## src/rtl/asmd_pkg.sv

```systemverilog
`timescale 1ns / 1ps

package asmd_pkg;

    localparam int unsigned CFG_IDX_W  = 3;
    localparam int unsigned CFG_DATA_W = 16;
    localparam int unsigned IN_DATA_W  = 80;
    localparam int unsigned IN_USER_W  = 2;
    localparam int unsigned OUT_DATA_W = 48;
    localparam int unsigned STEPS_W    = 24;
    localparam int unsigned ROOT_STEPS = 16;

    localparam logic [1:0] OP_STEP  = 2'd0;
    localparam logic [1:0] OP_WAKE  = 2'd1;
    localparam logic [1:0] OP_CLEAR = 2'd2;

    localparam logic [1:0] SEL_X = 2'd0;
    localparam logic [1:0] SEL_Y = 2'd1;
    localparam logic [1:0] SEL_Z = 2'd2;

    localparam logic [CFG_IDX_W-1:0] CFG_STEP_THR  = 3'd0;
    localparam logic [CFG_IDX_W-1:0] CFG_REL_THR   = 3'd1;
    localparam logic [CFG_IDX_W-1:0] CFG_DEBOUNCE  = 3'd2;
    localparam logic [CFG_IDX_W-1:0] CFG_ALPHA     = 3'd3;
    localparam logic [CFG_IDX_W-1:0] CFG_WAKE_THR  = 3'd4;
    localparam logic [CFG_IDX_W-1:0] CFG_WAKE_COOL = 3'd5;

    localparam logic [15:0] RST_STEP_THR  = 16'd2458;
    localparam logic [15:0] RST_REL_THR   = 16'd737;
    localparam logic [15:0] RST_DEBOUNCE  = 16'd250;
    localparam logic [15:0] RST_ALPHA     = 16'd3277;
    localparam logic [15:0] RST_WAKE_THR  = 16'd1966;
    localparam logic [15:0] RST_WAKE_COOL = 16'd1500;
    localparam logic [16:0] BASE_ONE_G    = 17'd16384;

    typedef struct packed {
        logic       load;
        logic       sq_en;
        logic [1:0] sq_sel;
        logic       root_init;
        logic       root_step;
        logic       mag_en;
        logic       mul_en;
        logic       commit;
    } t_dp_cmd;

    typedef struct packed {
        logic is_sample;
    } t_dp_stat;

endpackage

```

## src/rtl/accel_step_and_motion_detector.sv

```systemverilog
`timescale 1ns / 1ps
// Channel   Direction  Handshake                         Payload
// input     in         i_s_axis_tvalid / o_s_axis_tready i_s_axis_tdata, i_s_axis_tuser
// result    out        o_m_axis_tvalid / i_m_axis_tready o_m_axis_tdata
// config    in         i_cfg_we                          i_cfg_idx, i_cfg_wdata
//
// A sample (op 0 or 1) passes from its transfer through dispatch, the shared squaring multiplier,
// root setup, sixteen square-root iterations, then magnitude, filter multiply and commit; no new
// transfer is taken before commit. Other ops go from dispatch straight to commit.
// Reset is synchronous and restores the configuration and filter state.
// A result waits in the output register; the next sample is taken meanwhile and
// holds at commit only while the previous result is still untaken.

module accel_step_and_motion_detector
    import asmd_pkg::*;
#(
    parameter int unsigned STEP_COUNT_BITS = 24
) (
    input  logic                  i_clk,
    input  logic                  i_rst_n,
    input  logic                  i_s_axis_tvalid,
    output logic                  o_s_axis_tready,
    // accel_x, accel_y, accel_z, time_ms
    input  logic [IN_DATA_W-1:0]  i_s_axis_tdata,
    // op
    input  logic [IN_USER_W-1:0]  i_s_axis_tuser,
    output logic                  o_m_axis_tvalid,
    input  logic                  i_m_axis_tready,
    // steps, step_event, wake_event, above_flag, magnitude, zero fill
    output logic [OUT_DATA_W-1:0] o_m_axis_tdata,
    input  logic                  i_cfg_we,
    input  logic [CFG_IDX_W-1:0]  i_cfg_idx,
    input  logic [CFG_DATA_W-1:0] i_cfg_wdata
);

    t_dp_cmd  w_cmd;
    t_dp_stat w_stat;

    asmd_ctrl u_ctrl (
        .i_clk           (i_clk),
        .i_rst_n         (i_rst_n),
        .i_s_axis_tvalid (i_s_axis_tvalid),
        .o_s_axis_tready (o_s_axis_tready),
        .o_m_axis_tvalid (o_m_axis_tvalid),
        .i_m_axis_tready (i_m_axis_tready),
        .i_stat          (w_stat),
        .o_cmd           (w_cmd)
    );

    asmd_dpath #(
        .STEP_COUNT_BITS (STEP_COUNT_BITS)
    ) u_dpath (
        .i_clk       (i_clk),
        .i_rst_n     (i_rst_n),
        .i_cfg_we    (i_cfg_we),
        .i_cfg_idx   (i_cfg_idx),
        .i_cfg_wdata (i_cfg_wdata),
        .i_in_data   (i_s_axis_tdata),
        .i_in_user   (i_s_axis_tuser),
        .i_cmd       (w_cmd),
        .o_stat      (w_stat),
        .o_out_data  (o_m_axis_tdata)
    );

endmodule

```

## src/rtl/asmd_ctrl.sv

```systemverilog
`timescale 1ns / 1ps

module asmd_ctrl
    import asmd_pkg::*;
(
    input  logic     i_clk,
    input  logic     i_rst_n,
    input  logic     i_s_axis_tvalid,
    output logic     o_s_axis_tready,
    output logic     o_m_axis_tvalid,
    input  logic     i_m_axis_tready,
    input  t_dp_stat i_stat,
    output t_dp_cmd  o_cmd
);

    localparam logic [2:0] S_IDLE  = 3'd0;
    localparam logic [2:0] S_DISP  = 3'd1;
    localparam logic [2:0] S_SQR   = 3'd2;
    localparam logic [2:0] S_RINIT = 3'd3;
    localparam logic [2:0] S_ROOT  = 3'd4;
    localparam logic [2:0] S_MAG   = 3'd5;
    localparam logic [2:0] S_MUL   = 3'd6;
    localparam logic [2:0] S_FIN   = 3'd7;

    logic [2:0] r_state;
    logic [2:0] n_state;
    logic [3:0] r_cnt;
    logic [3:0] n_cnt;
    logic       r_out_valid;
    logic       n_out_valid;
    logic       w_out_free;

    assign w_out_free      = !r_out_valid || i_m_axis_tready;
    assign o_s_axis_tready = (r_state == S_IDLE);
    assign o_m_axis_tvalid = r_out_valid;

    always_comb begin
        n_state     = r_state;
        n_cnt       = r_cnt;
        n_out_valid = r_out_valid && !i_m_axis_tready;
        o_cmd       = '0;
        o_cmd.sq_sel = r_cnt[1:0];
        case (r_state)
            S_IDLE: begin
                if (i_s_axis_tvalid) begin
                    o_cmd.load = 1'b1;
                    n_state    = S_DISP;
                end
            end
            S_DISP: begin
                n_cnt = '0;
                if (i_stat.is_sample) begin
                    n_state = S_SQR;
                end else begin
                    n_state = S_FIN;
                end
            end
            S_SQR: begin
                o_cmd.sq_en = 1'b1;
                n_cnt       = r_cnt + 4'd1;
                if (r_cnt == 4'd3) begin
                    n_state = S_RINIT;
                end
            end
            S_RINIT: begin
                o_cmd.root_init = 1'b1;
                n_cnt           = '0;
                n_state         = S_ROOT;
            end
            S_ROOT: begin
                o_cmd.root_step = 1'b1;
                n_cnt           = r_cnt + 4'd1;
                if (r_cnt == 4'(ROOT_STEPS - 1)) begin
                    n_state = S_MAG;
                end
            end
            S_MAG: begin
                o_cmd.mag_en = 1'b1;
                n_state      = S_MUL;
            end
            S_MUL: begin
                o_cmd.mul_en = 1'b1;
                n_state      = S_FIN;
            end
            S_FIN: begin
                if (w_out_free) begin
                    o_cmd.commit = 1'b1;
                    n_out_valid  = 1'b1;
                    n_state      = S_IDLE;
                end
            end
            default: begin
                n_state = S_IDLE;
            end
        endcase
    end

    always_ff @(posedge i_clk) begin
        if (!i_rst_n) begin
            r_state     <= S_IDLE;
            r_cnt       <= '0;
            r_out_valid <= 1'b0;
        end else begin
            r_state     <= n_state;
            r_cnt       <= n_cnt;
            r_out_valid <= n_out_valid;
        end
    end

    a_commit_free: assert property (@(posedge i_clk) disable iff (!i_rst_n)
        o_cmd.commit |-> (!r_out_valid || i_m_axis_tready))
        else $error("result committed over an untaken result");

    a_commit_shows: assert property (@(posedge i_clk) disable iff (!i_rst_n)
        o_cmd.commit |=> (r_out_valid && r_state == S_IDLE))
        else $error("committed result not presented");

endmodule

```

## src/rtl/asmd_dpath.sv

```systemverilog
`timescale 1ns / 1ps

module asmd_dpath
    import asmd_pkg::*;
#(
    parameter int unsigned STEP_COUNT_BITS = 24
) (
    input  logic                  i_clk,
    input  logic                  i_rst_n,
    input  logic                  i_cfg_we,
    input  logic [CFG_IDX_W-1:0]  i_cfg_idx,
    input  logic [CFG_DATA_W-1:0] i_cfg_wdata,
    input  logic [IN_DATA_W-1:0]  i_in_data,
    input  logic [IN_USER_W-1:0]  i_in_user,
    input  t_dp_cmd               i_cmd,
    output t_dp_stat              o_stat,
    output logic [OUT_DATA_W-1:0] o_out_data
);

    logic [15:0] r_step_thr;
    logic [15:0] r_rel_thr;
    logic [15:0] r_debounce;
    logic [15:0] r_alpha;
    logic [15:0] r_wake_thr;
    logic [15:0] r_wake_cool;

    logic [1:0]         r_op;
    logic signed [15:0] r_x;
    logic signed [15:0] r_y;
    logic signed [15:0] r_z;
    logic [31:0]        r_time;

    logic [31:0]        r_prod;
    logic [31:0]        r_sum;
    logic [31:0]        r_rem;
    logic [31:0]        r_res;
    logic [30:0]        r_bit;
    logic [15:0]        r_mag;
    logic signed [17:0] r_dev;
    logic signed [34:0] r_adj;

    logic [16:0]                r_base;
    logic                       r_above;
    logic [31:0]                r_last_step;
    logic [31:0]                r_last_wake;
    logic [STEP_COUNT_BITS-1:0] r_step_total;

    logic [STEPS_W-1:0] r_o_steps;
    logic               r_o_step_ev;
    logic               r_o_wake_ev;
    logic               r_o_above;
    logic [15:0]        r_o_mag;

    logic signed [15:0]         w_axis;
    logic signed [31:0]         w_sq;
    logic [31:0]                w_trial;
    logic                       w_ge;
    logic [15:0]                w_mag_sat;
    logic signed [18:0]         w_base_sum;
    logic                       w_rise;
    logic                       w_fall;
    logic                       w_deb_ok;
    logic [17:0]                w_absdev;
    logic                       w_wake;
    logic                       w_step_ev;
    logic                       w_wake_ev;
    logic [16:0]                n_base;
    logic                       n_above;
    logic [STEP_COUNT_BITS-1:0] n_step_total;
    logic [31:0]                w_total_ext;

    assign o_stat.is_sample = (r_op == OP_STEP) || (r_op == OP_WAKE);

    always_comb begin
        case (i_cmd.sq_sel)
            SEL_X:   w_axis = r_x;
            SEL_Y:   w_axis = r_y;
            default: w_axis = r_z;
        endcase
    end

    assign w_sq      = w_axis * w_axis;
    assign w_trial   = r_res + {1'b0, r_bit};
    assign w_ge      = (r_rem >= w_trial);
    assign w_mag_sat = (r_res > 32'd65535) ? 16'hFFFF : r_res[15:0];

    assign w_base_sum = $signed({2'b00, r_base}) + r_adj[34:16];
    assign w_rise     = !r_above && (r_dev > $signed({2'b00, r_step_thr}));
    assign w_fall     = r_above && (r_dev < $signed({2'b00, r_rel_thr}));
    assign w_deb_ok   = ((r_time - r_last_step) >= {16'd0, r_debounce});
    assign w_absdev   = r_dev[17] ? 18'(-r_dev) : 18'(r_dev);
    assign w_wake     = (w_absdev > {2'b00, r_wake_thr}) &&
                        ((r_time - r_last_wake) >= {16'd0, r_wake_cool});

    always_comb begin
        n_base       = r_base;
        n_above      = r_above;
        n_step_total = r_step_total;
        w_step_ev    = 1'b0;
        w_wake_ev    = 1'b0;
        case (r_op)
            OP_STEP: begin
                n_base = w_base_sum[16:0];
                if (w_rise) begin
                    n_above = 1'b1;
                    if (w_deb_ok) begin
                        w_step_ev    = 1'b1;
                        n_step_total = r_step_total + 1'b1;
                    end
                end else if (w_fall) begin
                    n_above = 1'b0;
                end
            end
            OP_WAKE: begin
                w_wake_ev = w_wake;
            end
            OP_CLEAR: begin
                n_base       = BASE_ONE_G;
                n_above      = 1'b0;
                n_step_total = '0;
            end
            default: begin
                n_base = r_base;
            end
        endcase
    end

    always_comb begin
        w_total_ext                      = '0;
        w_total_ext[STEP_COUNT_BITS-1:0] = n_step_total;
    end

    always_ff @(posedge i_clk) begin
        if (!i_rst_n) begin
            r_step_thr  <= RST_STEP_THR;
            r_rel_thr   <= RST_REL_THR;
            r_debounce  <= RST_DEBOUNCE;
            r_alpha     <= RST_ALPHA;
            r_wake_thr  <= RST_WAKE_THR;
            r_wake_cool <= RST_WAKE_COOL;
        end else if (i_cfg_we) begin
            case (i_cfg_idx)
                CFG_STEP_THR:  r_step_thr  <= i_cfg_wdata;
                CFG_REL_THR:   r_rel_thr   <= i_cfg_wdata;
                CFG_DEBOUNCE:  r_debounce  <= i_cfg_wdata;
                CFG_ALPHA:     r_alpha     <= i_cfg_wdata;
                CFG_WAKE_THR:  r_wake_thr  <= i_cfg_wdata;
                CFG_WAKE_COOL: r_wake_cool <= i_cfg_wdata;
                default:       r_alpha     <= r_alpha;
            endcase
        end
    end

    always_ff @(posedge i_clk) begin
        if (!i_rst_n) begin
            r_base       <= BASE_ONE_G;
            r_above      <= 1'b0;
            r_last_step  <= '0;
            r_last_wake  <= '0;
            r_step_total <= '0;
        end else if (i_cmd.commit) begin
            r_base       <= n_base;
            r_above      <= n_above;
            r_step_total <= n_step_total;
            if (w_step_ev) begin
                r_last_step <= r_time;
            end
            if (w_wake_ev) begin
                r_last_wake <= r_time;
            end
        end
    end

    always_ff @(posedge i_clk) begin
        if (i_cmd.load) begin
            r_op   <= i_in_user;
            r_x    <= i_in_data[15:0];
            r_y    <= i_in_data[31:16];
            r_z    <= i_in_data[47:32];
            r_time <= i_in_data[79:48];
            r_prod <= '0;
            r_sum  <= '0;
            r_mag  <= '0;
        end else if (i_cmd.sq_en) begin
            r_prod <= w_sq;
            r_sum  <= r_sum + r_prod;
        end
        if (i_cmd.root_init) begin
            r_rem <= r_sum;
            r_res <= '0;
            r_bit <= 31'h4000_0000;
        end else if (i_cmd.root_step) begin
            if (w_ge) begin
                r_rem <= r_rem - w_trial;
                r_res <= (r_res >> 1) + {1'b0, r_bit};
            end else begin
                r_res <= r_res >> 1;
            end
            r_bit <= r_bit >> 2;
        end
        if (i_cmd.mag_en) begin
            r_mag <= w_mag_sat;
            r_dev <= $signed({2'b00, w_mag_sat}) - $signed({1'b0, r_base});
        end
        if (i_cmd.mul_en) begin
            r_adj <= $signed({1'b0, r_alpha}) * r_dev;
        end
        if (i_cmd.commit) begin
            r_o_steps   <= w_total_ext[STEPS_W-1:0];
            r_o_step_ev <= w_step_ev;
            r_o_wake_ev <= w_wake_ev;
            r_o_above   <= n_above;
            r_o_mag     <= r_mag;
        end
    end

    assign o_out_data = {5'd0, r_o_mag, r_o_above, r_o_wake_ev, r_o_step_ev, r_o_steps};

    a_base_range: assert property (@(posedge i_clk) disable iff (!i_rst_n)
        !r_base[16])
        else $error("baseline left the 16-bit range");

    a_wake_keeps_base: assert property (@(posedge i_clk) disable iff (!i_rst_n)
        (i_cmd.commit && r_op == OP_WAKE) |=> $stable(r_base))
        else $error("wake sample moved the baseline");

    a_events_apart: assert property (@(posedge i_clk) disable iff (!i_rst_n)
        i_cmd.commit |=> !(r_o_step_ev && r_o_wake_ev))
        else $error("step and wake reported by one transfer");

endmodule

```

## config.mk

```make
export PLATFORM = sky130hd
export DESIGN_NAME = accel_step_and_motion_detector
export DESIGN_NICKNAME = d
export VERILOG_FILES = /design/src/rtl/asmd_pkg.sv /design/src/rtl/accel_step_and_motion_detector.sv /design/src/rtl/asmd_ctrl.sv /design/src/rtl/asmd_dpath.sv
export SDC_FILE = /design/constraint.sdc
export NUM_CORES = 2
export LEC_CHECK = 0
export CAP_MARGIN = 20
export CORE_ASPECT_RATIO = 1.5
export CORE_UTILIZATION = 43
export CTS_BUF_LIST = sky130_fd_sc_hd__clkbuf_8
export CTS_CLUSTER_SIZE = 40
export DETAILED_ROUTE_END_ITERATION = 6
export DONT_BUFFER_PORTS = 1
export PLACE_DENSITY = 0.54
export SLEW_MARGIN = 20
export SYNTH_ARGS = -nofsm -noshare
export SYNTH_HDL_FRONTEND = slang
export SYNTH_SLANG_ARGS = --single-unit
```

## constraint.sdc

```tcl
create_clock -name i_clk -period 10.12 [get_ports i_clk]
set_clock_uncertainty 0.1 [all_clocks]
set_input_delay 2.024 -clock i_clk [delete_from_list [all_inputs] [get_ports i_clk]]
set_output_delay 2.024 -clock i_clk [all_outputs]
set_load 0.01 [all_outputs]
```

==> qor.yml <==
core-area_mm2: 0.1149
detailedPlacementHpwl_um: 107600
timing.critical_path.from_type: "flip-flop"
grt_start_max_net_pins: 112
synth_enable_flop_cells: 208
shortest_period_the_worst_path_allows_ps: 8700
ys_dominant_reg_cell: "dfxtp_1"
layout_area_growth_over_synthesis_pct: 7.079
die-height_um: 419.8
vias_in_the_first_global_route: 40258
final_max_slew_violation_count: 0
synth_common_cells: "822 x inv_1, 746 x nand2_1, 516 x fa_1"
std_cell_rows: 152
hp-start: "u_dpath.r_mag[10]"
synth_seq_cells: 529
drtPass1Iterations: 6
drtAntennaViolNets: 0
rsz_0062_raised_after_global_routing: "false"
drt-vias-per-instance: 5.352
crit-reg2reg-launch: "u_ctrl.r_cnt[0]"
cts_tree: "yes"
grt_use_total_pct: 23.84
yosysSeqAreaShare_pct: 25.33
cts.htree.levels: 3
initialDrtViolationCount: 1642
final_layout_size_suffix_gt1_share_pct: 4.777
timing.max_slew.rel_slack_pct: 30.39
setup_violating_endpoint_count_in_the_final_report: 0
fmaxAchievable_mhz: 114.9
clock_latency_reported_for_the_late_side_of_the_worst_skew_pair_ps: 810
totalNegativeSetupSlack_ps: 0
grt_overflow: 0
mean_instance_size_in_the_synthesized_netlist_um2: 8.859
final.period_utilization_pct: 85.97
max_stage_delay_ps: 550
cts-root-buf: "clkbuf_8"
post_synthesis_cells: 5648
post_cts_hold_buffer_count: 0
final_net_count: 6641
timing.max_cap.violations: 0
cts_resized: 0
share_of_synthesized_flip_flops_with_an_asynchronous_set_or_reset_pct: 0
clockBufferDepth: 3
initial_utilization_pct: 43.56
timing_hold_violations_final: 0
worst_setup_path_startpoint: "u_ctrl.r_cnt[0]"
die_area_mm2: 0.1178
totalWireLength_um: 138000
path_buf_inv: 7
path_delay_family: "adder cells"
cts.reportedPaths.clkPinSlew_ps: 70
port_buffers: 0
postCtsSetupRepairBufs: 0
tritoncts.num_buffers: 93
yosys.cell_count.top_type: "inv_1"
synthTopCellsByArea: "fa_1 21%, dfxtp_1 13%, edfxtp_1 12%"
hold_class: "reg2reg"
horizontal_extent_of_the_die_um: 280.5
critPathMaxFanout: 18
timing.setup.critical_path_class: "reg2reg"
global_route_wire_length_before_repair_um: 218900
boundaryPins: 156
placed_cell_area_mm2: 0.05150
nature_of_the_critical_path_endpoint: "flip-flop"
netlist.area_leader.share_pct: 20.65
final_area_mm2: 0.05358
wl_per_cell_um: 19.18
timing.critical_path.slowest_stage_cell: "fa_1"
cp.required_ps: 10750
yosys.area.top_type: "fa_1"
syn_area_mm2: 0.05004
synthDistinctLibCells: 83
outcome: "complete, no violations"
detailroute.via_count: 38504
route.detailed.drc: 0
worst-slew-pin-transition_ps: 1044
clock_sink_count: 529
whs_ps: 268.5
gpl.final_weighted_congestion: 0.8854
crit_top_cell: "fa_1"
worstPathArrival_ps: 9330
yosys_warnings: 0
antenna_found_initial: 3
-- per-stage QoR --
stage	utilization [%]	cells	setup slack [ps]
6_report	46.64	7194	1420
5_1_grt	46.64	7194	837.3
4_1_cts	46.59	7189	1399
3_5_place_dp	44.84	7014	1415
3_3_place_gp	44.84	7014	1442
2_1_floorplan	-	5652	2185
-- cell type report --
| type | instances | area [um2] |
|---|---|---|
| Sequential cell | 529 | 12670 |
| Tap cell | 1540 | 1927 |
| Antenna cell | 2 | 5.005 |
| Inverter | 833 | 3134 |
| Clock buffer | 109 | 1500 |
| Fill cell | 11340 | 61290 |
| Timing Repair Buffer | 59 | 474.2 |
| Multi-Input combinational cell | 4056 | 33350 |
| Clock inverter | 66 | 511.7 |
-- registers in the layout, indices dropped and copies added (netlist names), 17 cells and up --
register,count
u_dpath.r_adj,17
u_dpath.r_base,17
u_dpath.r_dev,18
u_dpath.r_last_step,32
u_dpath.r_last_wake,32
u_dpath.r_o_steps,24
u_dpath.r_prod,31
u_dpath.r_rem,32
u_dpath.r_res,32
u_dpath.r_step_total,24
u_dpath.r_sum,32
u_dpath.r_time,32
-- worst reg2reg max path: cells and delay by family (launching register included) --
family          cells  cell delay [ps]
compound gates      9             2460
fa+ha+maj           8             3660
buf+inv             7             1010
flops               1              450
mux                 1              180
simple gates        5              790
-- cells in the final DEF (no fill, tap or decap), drive strengths merged, types with 46 or more instances in the layout --
cell type  count
nand3        111
dfxtp        321
nand2b        50
ha           447
and2         156
nand2        746
fa           516
clkbuf       109
o21ai        221
nor2         315
xor2          99
a21oi        387
inv          861
o211ai        51
buf           59
nor2b         46
nor3          61
xnor2        155
a31oi         53
a21o         100
edfxtp       208
-- path summary, 6_finish.rpt --
path                          to  cells past startpoint  slack [ps]
min          u_dpath.r_o_mag[10]                      0         270
min reg2reg  u_dpath.r_o_mag[10]                      0         270
max           u_dpath.r_prod[30]                     30        1420
max reg2reg   u_dpath.r_prod[30]                     30        1420
-- logic make-up after synthesis --
| kind of cell | share of synthesized area (%) |
|---|---|
| adder cells (fa/ha/maj) | 31.82 |
| AO/OA/AOI/OAI | 13.85 |
| flip-flops | 25.33 |
| XOR/XNOR | 4.446 |
| other | 0.007495 |
| AND/OR/NAND/NOR | 15.48 |
| multiplexers | 0.9152 |
| buffers and inverters | 8.152 |
-- routing by layer --
layer	routed length (um)	vias up	track usage (%)
li1	-	18549	-
met1	50360	18986	25.10
met2	76040	689	46.28
met3	5365	280	3.219
met4	6207	0	10.61
met5	0	-	0
Power is not shown: default switching activity piles up to over one toggle a cycle in this logic, so the estimate is an artifact.
